### config.mk
export PLATFORM = sky130hd
export DESIGN_NAME = circular_queue_with_remove_unit
export DESIGN_NICKNAME = d
export VERILOG_FILES = /design/src/rtl/cqr_pkg.sv /design/src/rtl/circular_queue_with_remove_unit.sv
export VERILOG_INCLUDE_DIRS = /design/src /design/src/rtl
export SDC_FILE = /design/constraint.sdc
export NUM_CORES = 1
export LEC_CHECK = 0
export BUFFER_PORTS_ARGS = -buffer_cell sky130_fd_sc_hd__buf_2
export CAP_MARGIN = 30
export CORE_UTILIZATION = 54
export DETAILED_ROUTE_END_ITERATION = 8
export GPL_TIMING_DRIVEN = 0
export HOLD_SLACK_MARGIN = 0.03
export PLACE_DENSITY = 0.72
export SYNTH_ARGS = -nofsm -noshare
export SYNTH_HDL_FRONTEND = slang
export SYNTH_SLANG_ARGS = --single-unit
export TNS_END_PERCENT = 1
### constraint.sdc
create_clock -name clk_i -period 6 [get_ports clk_i]
set_input_delay 0.6 -clock clk_i [delete_from_list [all_inputs] [get_ports clk_i]]
set_output_delay 0.6 -clock clk_i [all_outputs]
set_load 0.005 [all_outputs]
### src/rtl/circular_queue_with_remove_unit_assert.svh
// Assertion macros shared by the circular queue RTL.
`ifndef CIRCULAR_QUEUE_WITH_REMOVE_UNIT_ASSERT_SVH
`define CIRCULAR_QUEUE_WITH_REMOVE_UNIT_ASSERT_SVH

// The condition holds at every clock edge outside reset.
`define CQR_ASSERT_ALWAYS(label, cond, msg) \
  label: assert property (@(posedge clk_i) disable iff (!rst_ni) (cond)) else $error(msg);

// The consequent holds in the same cycle as the antecedent.
`define CQR_ASSERT_IMPLIES(label, ante, cons, msg) \
  label: assert property (@(posedge clk_i) disable iff (!rst_ni) (ante) |-> (cons)) \
    else $error(msg);

`endif

### src/rtl/cqr_pkg.sv
// Types and constants of the circular queue with remove by value.
package cqr_pkg;

  localparam int CW      = 5;
  localparam int VALUE_W = 32;
  localparam int ADDR_W  = 3;

  localparam logic [CW-1:0] CAP_RESET    = 5'd16;
  localparam logic [0:0]    REG_CAPACITY = 1'b0;

  typedef enum logic [1:0] {
    OP_PUSH   = 2'd0,
    OP_POP    = 2'd1,
    OP_PEEK   = 2'd2,
    OP_REMOVE = 2'd3
  } op_e;

  typedef enum logic [2:0] {
    STAT_OK       = 3'd0,
    STAT_FULL     = 3'd1,
    STAT_EMPTY    = 3'd2,
    STAT_NULL     = 3'd3,
    STAT_NOTFOUND = 3'd4
  } status_e;

  typedef enum logic [1:0] {
    S_IDLE,
    S_READ,
    S_SCAN,
    S_SHIFT
  } state_e;

  typedef struct packed {
    op_e                opcode;
    logic [VALUE_W-1:0] entry_value;
  } in_t;

  typedef struct packed {
    status_e            status;
    logic [VALUE_W-1:0] read_value;
    logic [CW-1:0]      fill_count;
  } out_t;

endpackage

### src/rtl/circular_queue_with_remove_unit.sv
// Circular queue of handle values with push, pop, peek and remove by value.
//
// Entries live in one synchronous memory with a single read and a single write port.
// A push and any operation that ends in full, empty or null status load their result
// directly from the idle state; a pop or peek loads it from the read state, after the
// registered memory read. A remove walks the queue through the read port one entry
// per cycle, first to find the match and then to move the later entries forward. The
// next transfer is accepted once the block is idle again and the output register is
// free (empty or not stalled). Writing the capacity register empties the queue at
// once; no clearing pass is needed since free slots are never read.
`include "circular_queue_with_remove_unit_assert.svh"

module circular_queue_with_remove_unit
  import cqr_pkg::*;
#(
  parameter int DEPTH       = 16,
  parameter int ENTRY_WIDTH = 32
) (
  input  logic               clk_i,
  input  logic               rst_ni,
  input  logic               in_valid_i,
  output logic               in_stall_o,
  input  in_t                in_data_i,
  output logic               out_valid_o,
  input  logic               out_stall_i,
  output out_t               out_data_o,
  input  logic               psel,
  input  logic               penable,
  input  logic               pwrite,
  input  logic [ADDR_W-1:0]  paddr,
  input  logic [31:0]        pwdata,
  output logic [31:0]        prdata,
  output logic               pready
);

  localparam int AW = $clog2(DEPTH);
  localparam int IW = (AW + 1 > CW) ? AW + 1 : CW;

  function automatic logic [AW-1:0] wrap_inc(logic [AW-1:0] idx, logic [CW-1:0] cap);
    logic [IW-1:0] sum;
    sum = IW'(idx) + IW'(1);
    wrap_inc = (sum >= IW'(cap)) ? '0 : sum[AW-1:0];
  endfunction

  logic [ENTRY_WIDTH-1:0] mem [DEPTH];
  logic [ENTRY_WIDTH-1:0] rd_data_q;
  logic                   rd_en;
  logic [AW-1:0]          rd_addr;
  logic                   wr_en;
  logic [AW-1:0]          wr_addr;
  logic [ENTRY_WIDTH-1:0] wr_data;

  state_e                 state_q, state_d;
  logic [CW-1:0]          cap_q, cap_d;
  logic [CW-1:0]          cap_eff;
  logic [AW-1:0]          head_q, head_d;
  logic [AW-1:0]          tail_q, tail_d;
  logic [CW-1:0]          occ_q, occ_d;
  op_e                    op_q, op_d;
  logic [ENTRY_WIDTH-1:0] val_q, val_d;
  logic [AW-1:0]          pos_q, pos_d;
  logic [CW-1:0]          cnt_q, cnt_d;
  logic                   out_valid_q;
  out_t                   out_q;
  out_t                   out_res;
  logic                   out_load;
  logic                   out_free;
  logic                   in_xfer;
  logic                   cfg_we;
  logic [ENTRY_WIDTH-1:0] in_val;
  logic [AW-1:0]          tail_dec;
  logic [AW-1:0]          pos_inc;
  logic [AW-1:0]          pos_inc2;
  logic                   more;
  logic                   walk_active;

  assign pready  = 1'b1;
  assign cfg_we  = psel && penable && pwrite && pready && (paddr[ADDR_W-1:2] == REG_CAPACITY);
  assign prdata  = (paddr[ADDR_W-1:2] == REG_CAPACITY) ? 32'(cap_q) : '0;

  assign out_free   = !out_valid_q || !out_stall_i;
  assign in_stall_o = (state_q != S_IDLE) || !out_free;
  assign in_xfer    = in_valid_i && !in_stall_o;
  assign in_val     = ENTRY_WIDTH'(in_data_i.entry_value);

  always_comb begin
    if (cap_q == '0) begin
      cap_eff = CW'(1);
    end else if (32'(cap_q) > 32'(DEPTH)) begin
      cap_eff = CW'(DEPTH);
    end else begin
      cap_eff = cap_q;
    end
  end

  assign tail_dec    = (tail_q == '0) ? AW'(cap_eff - CW'(1)) : tail_q - AW'(1);
  assign pos_inc     = wrap_inc(pos_q, cap_eff);
  assign pos_inc2    = wrap_inc(pos_inc, cap_eff);
  assign more        = (cnt_q + CW'(1)) < occ_q;
  assign walk_active = (state_q == S_SCAN) || (state_q == S_SHIFT);

  always_comb begin
    state_d  = state_q;
    cap_d    = cap_q;
    head_d   = head_q;
    tail_d   = tail_q;
    occ_d    = occ_q;
    op_d     = op_q;
    val_d    = val_q;
    pos_d    = pos_q;
    cnt_d    = cnt_q;
    rd_en    = 1'b0;
    rd_addr  = head_q;
    wr_en    = 1'b0;
    wr_addr  = tail_q;
    wr_data  = in_val;
    out_load = 1'b0;
    out_res  = '{status: STAT_OK, read_value: '0, fill_count: '0};

    case (state_q)
      S_IDLE: begin
        if (in_xfer) begin
          op_d  = in_data_i.opcode;
          val_d = in_val;
          case (in_data_i.opcode)
            OP_PUSH: begin
              out_load = 1'b1;
              if (occ_q >= cap_eff) begin
                out_res.status = STAT_FULL;
              end else begin
                wr_en  = 1'b1;
                tail_d = wrap_inc(tail_q, cap_eff);
                occ_d  = occ_q + CW'(1);
              end
            end
            OP_POP, OP_PEEK: begin
              if (occ_q == '0) begin
                out_load       = 1'b1;
                out_res.status = STAT_EMPTY;
              end else begin
                rd_en   = 1'b1;
                state_d = S_READ;
              end
            end
            OP_REMOVE: begin
              if (in_val == '0) begin
                out_load       = 1'b1;
                out_res.status = STAT_NULL;
              end else if (occ_q == '0) begin
                out_load       = 1'b1;
                out_res.status = STAT_EMPTY;
              end else begin
                rd_en   = 1'b1;
                pos_d   = head_q;
                cnt_d   = '0;
                state_d = S_SCAN;
              end
            end
            default: begin
              out_load       = 1'b1;
              out_res.status = STAT_NULL;
            end
          endcase
        end
      end
      S_READ: begin
        if (out_free) begin
          out_load           = 1'b1;
          out_res.read_value = VALUE_W'(rd_data_q);
          if (op_q == OP_POP) begin
            head_d = wrap_inc(head_q, cap_eff);
            occ_d  = occ_q - CW'(1);
          end
          state_d = S_IDLE;
        end
      end
      S_SCAN: begin
        if (rd_data_q == val_q) begin
          if (more) begin
            rd_en   = 1'b1;
            rd_addr = pos_inc;
            cnt_d   = cnt_q + CW'(1);
            state_d = S_SHIFT;
          end else if (out_free) begin
            out_load = 1'b1;
            tail_d   = tail_dec;
            occ_d    = occ_q - CW'(1);
            state_d  = S_IDLE;
          end
        end else if (more) begin
          rd_en   = 1'b1;
          rd_addr = pos_inc;
          pos_d   = pos_inc;
          cnt_d   = cnt_q + CW'(1);
        end else if (out_free) begin
          out_load       = 1'b1;
          out_res.status = STAT_NOTFOUND;
          state_d        = S_IDLE;
        end
      end
      S_SHIFT: begin
        wr_addr = pos_q;
        wr_data = rd_data_q;
        if (more) begin
          wr_en   = 1'b1;
          pos_d   = pos_inc;
          rd_en   = 1'b1;
          rd_addr = pos_inc2;
          cnt_d   = cnt_q + CW'(1);
        end else if (out_free) begin
          wr_en    = 1'b1;
          out_load = 1'b1;
          tail_d   = tail_dec;
          occ_d    = occ_q - CW'(1);
          state_d  = S_IDLE;
        end
      end
      default: begin
        state_d = S_IDLE;
      end
    endcase

    out_res.fill_count = occ_d;

    if (cfg_we) begin
      cap_d  = pwdata[CW-1:0];
      head_d = '0;
      tail_d = '0;
      occ_d  = '0;
    end
  end

  always_ff @(posedge clk_i) begin
    if (wr_en) begin
      mem[wr_addr] <= wr_data;
    end
    if (rd_en) begin
      rd_data_q <= mem[rd_addr];
    end
  end

  always_ff @(posedge clk_i or negedge rst_ni) begin
    if (!rst_ni) begin
      state_q     <= S_IDLE;
      cap_q       <= CAP_RESET;
      head_q      <= '0;
      tail_q      <= '0;
      occ_q       <= '0;
      pos_q       <= '0;
      cnt_q       <= '0;
      out_valid_q <= 1'b0;
    end else begin
      state_q <= state_d;
      cap_q   <= cap_d;
      head_q  <= head_d;
      tail_q  <= tail_d;
      occ_q   <= occ_d;
      pos_q   <= pos_d;
      cnt_q   <= cnt_d;
      if (out_load) begin
        out_valid_q <= 1'b1;
      end else if (!out_stall_i) begin
        out_valid_q <= 1'b0;
      end
    end
  end

  always_ff @(posedge clk_i) begin
    op_q  <= op_d;
    val_q <= val_d;
    if (out_load) begin
      out_q <= out_res;
    end
  end

  assign out_valid_o = out_valid_q;
  assign out_data_o  = out_q;

  `CQR_ASSERT_ALWAYS(a_occ_within_cap, occ_q <= cap_eff, "Occupancy exceeds capacity.")
  `CQR_ASSERT_ALWAYS(a_head_within_cap, IW'(head_q) < IW'(cap_eff), "Head index out of range.")
  `CQR_ASSERT_IMPLIES(a_empty_aligned, occ_q == '0, head_q == tail_q, "Empty queue misaligned.")
  `CQR_ASSERT_IMPLIES(a_walk_in_range, walk_active, cnt_q < occ_q, "Walk past the tail.")

endmodule

==> summary.md <==
| Metric | Value |
|---|---|
| Setup TNS | 0 ns |
| Synthesized area | 28460 um2 |
| Vias | 19320 |
| R2R setup slack | roughly 0.15 ns |
| Min cycle time layout | between 5 and 6 ns |
| Syn_area_per_cell | 14.34 um2 |
| Syn Inst Count | around 2000 |
| Metal2 WL | 38680 um |
| Max_cap viols | 0 |
| Post-synth cell types | 79 |
| First-pass GRT wire length | 120500 um |
| Antenna violations before repair | 3 |
| Startpoint types | flop |
| DR WL/cell | around 28 um |
| CP dominant cell by count | ha_1 |
| Status | finished clean |
| CTS sink cnt | 648 |
| Drt total wl | roughly 80000 um |
| RSZ-0062 raised after global routing | true |
| Inserted Clock Buffers | 61 |
| Largest net degree at the start of global routing | 37 |
| Worst Path Buf+Inv | 4 |
| Clock Latency Late Sink | ~0.64 ns |
| Kind of critical path | flop to flop |
| Crit-path max FO | 10 |
| HP Class | input port to asynchronous set/reset pin |
| I/O Buffers | 93 |
| Setup Skew | 0.01845 ns |
| Final Cycle Share | 97.56% |
| Pre-CTS setup slack | -1.192 ns |
| Final max-slew violation count | 0 |
| Root Buffer | clkbuf_16 |
| DRT Pass-1 Iters | 6 |
| Synthesis-to-layout area growth | 15.06% |
| Initial core utilization | about 55% |
| Post-synth ARST share | 4.630% |
| Endpoints failing setup | 0 |
| Vias in the first global route | between 15000 and 20000 |
| Worst-Margin Slew | 1.006 ns |
| Final Hold Vio Count | 0 |
| Starting DRT DRC Count | 2750 |
| Layout cell share with drive strength beyond 1 | 21.17% |
| Post-synth EDFFs | 618 |
| Core Area | 51720 um2 |
| Final HPWL DP | 56080 um |
| Critical path cell sequence | clkinvlp_4, nand2_1, ha_1, nand2_1, o21ai_2, maj3_2, a21oi_4, and2_1, ha_1, ha_1, a211oi_4, nor2_1, a41o_1, a2111o_1, buf_2, buf_2, clkbuf_4, nand3_1, a2111oi_0, nor4_1, nand3_1 |
| Die ar. | between 50000 and 60000 um2 |
| PD cells | around 570 nW/um2 |
| CTS HTree Levels | 2 |
| Fmax | about 170 MHz |
| Main synth FF type | edfxtp_1 |
| Clock Path Buffers | 3 |
| Routed Antenna Nets | 0 |
| Routed met3 length | 8890 um |
| Synth warn | 0 |
| Vias per inst | ~6.6 |
| Worst Setup End Kind | flop |
| Sequential area share after synthesis | 67.84% |
| Placement Rows | 83 |
| Die W | 231.6 um |
| CP required | 6.36 ns |
| FF+latch count, synth | 648 |
| Synth top area cells | edfxtp_1 65%, mux2_2 4.0%, a2111oi_0 3.8%, nand3_1 3.0%, dfrtp_1 2.5% |
| Tot GR Track Use | 30.72% |
| Nets | between 2000 and 2500 |
| Clk pin slew, worst setup/hold paths | 0.07 ns |
| Levels on crit path | 21 |
| CP max-delay cell | dfstp_2 |
| Ports | 151 |
| Grt total ovfl | 0 |
| Tot Pwr | 18.69 mW |
| Yosys top cell by area | edfxtp_1 |
| CTS tree | done |
| Delay-heaviest family, CP | simple AND/OR/NAND/NOR gates |
| Maximum VDD drop | 0.3567 mV |
| Static leakage | 11.10 nW |
| Reg2Reg Depth | 21 |
| Wire length on met1 | 30730 um |
| Die Y | roughly 230 um |
| CP peak stage delay | 0.61 ns |
| Critical path arrival | 6.21 ns |
| Final Wtd Congestion | 0.9224 |
| Slew HR | about 32% |
| Top sig layer | met5 |
| Worst Slack Setup Final | 0.1465 ns |
| Residual DRC | 0 |
| Post-synth top area share | 65.20% |
## cells in the mapped netlist (all sizes together), types with 39 or more instances
cell	count
a2111oi	125
and3	42
buf	82
clkbuf	100
edfxtp	618
ha	40
mux2	101
mux2i	67
nand2	51
nand3	174
nor2	45
nor4	48
o21ai	153
xor2	39
## layer usage
metal | GRT usage, % | vias to the layer above
met5 | 0 | -
met4 | 13.30 | 2
met3 | 6.139 | 228
met2 | 49.58 | 1284
met1 | 40.52 | 9541
li1 | - | 8264
## stage by stage
stage | util, % | cells | hold slack, ns | instance area, um2
6_report | 63.33 | 2929 | 0.03016 | 32750
2_1_floorplan | - | 2011 | 0.3044 | 28560
3_3_place_gp | 57.77 | 2784 | 0.4922 | 29880
5_1_grt | 63.33 | 2928 | 0.06995 | 32750
4_1_cts | 63.01 | 2921 | 0.03376 | 32590
3_5_place_dp | 58.82 | 2804 | 0.5281 | 30420
## power breakdown
part / total (mW) / leakage [nW] / internal [mW] / switching (mW)
Clock: 3.97 / 1.00 / 2.30 / 1.68
Combinational: 8.45 / 4.10 / 2.76 / 5.69
Sequential: 6.27 / 6.00 / 5.92 / 0.345
## flip-flops by register name, summed over array words and instances, names as in the netlist
| name | flops |
|---|---|
| mem | 512 |
| out_data_o | 40 |
| rd_data_q | 32 |
| val_q | 32 |
| cap_q | 5 |
| cnt_q | 5 |
| occ_q | 5 |
| head_q | 4 |
| pos_q | 4 |
| tail_q | 4 |
| op_q | 2 |
| state_q | 2 |
| out_valid_o | 1 |
## layout by cell type, fill, tap and decap left out, types with 33 or more instances in the layout
cell	n
xor2_1	38
edfxtp_1	618
clkbuf_1	68
clkbuf_16	62
nand3_1	173
clkbuf_2	34
and3_1	41
nand2_1	50
o21ai_0	119
buf_2	118
nor4_1	45
buf_4	44
a2111oi_0	115
mux2_2	100
a22oi_1	33
o21ai_1	33
ha_1	39
mux2i_1	67
## worst paths after layout
path                           start            to
max                         cap_q[4]  rd_data_q[2]
min                           rst_ni      cap_q[0]
max reg2reg                 cap_q[4]  rd_data_q[2]
min reg2reg                 cap_q[0]      cap_q[0]
max in group asynchronous     rst_ni      pos_q[1]
min in group clk_i         pwdata[1]      cap_q[1]
## cell families (layout without fill, tap and decap cells)
logic type | count (synthesis) | in the layout | share of synthesized area (%)
flops | 648 | 648 | 67.84
fa+ha+maj | 43 | 43 | 1.868
mux | 168 | 168 | 6.365
buf+inv | 215 | 452 | 3.640
simple gates | 427 | 427 | 7.855
compound gates | 434 | 434 | 10.91
xor+xnor | 48 | 48 | 1.503
other cells | 2 | 29 | 0.02638
## layout make-up
cell class,instances,area (um2)
Antenna cell,1,2.502
Buffer,182,992.2
Clock buffer,78,1662
Clock inverter,37,397.9
Fill cell,3734,18960
Inverter,33,127.6
Multi-Input combinational cell,1148,8464
Sequential cell,648,19310
Tap cell,680,850.8
Timing Repair Buffer,122,943.4
## timing repair
action	in CTS	in global routing
gates resized for setup	44	56
hold buffers	0	0
pin swaps	4	6
setup buffers	2	7
endpoints found under the setup margin	32	32
No activity file was read; power rests on OpenSTA's default activity.
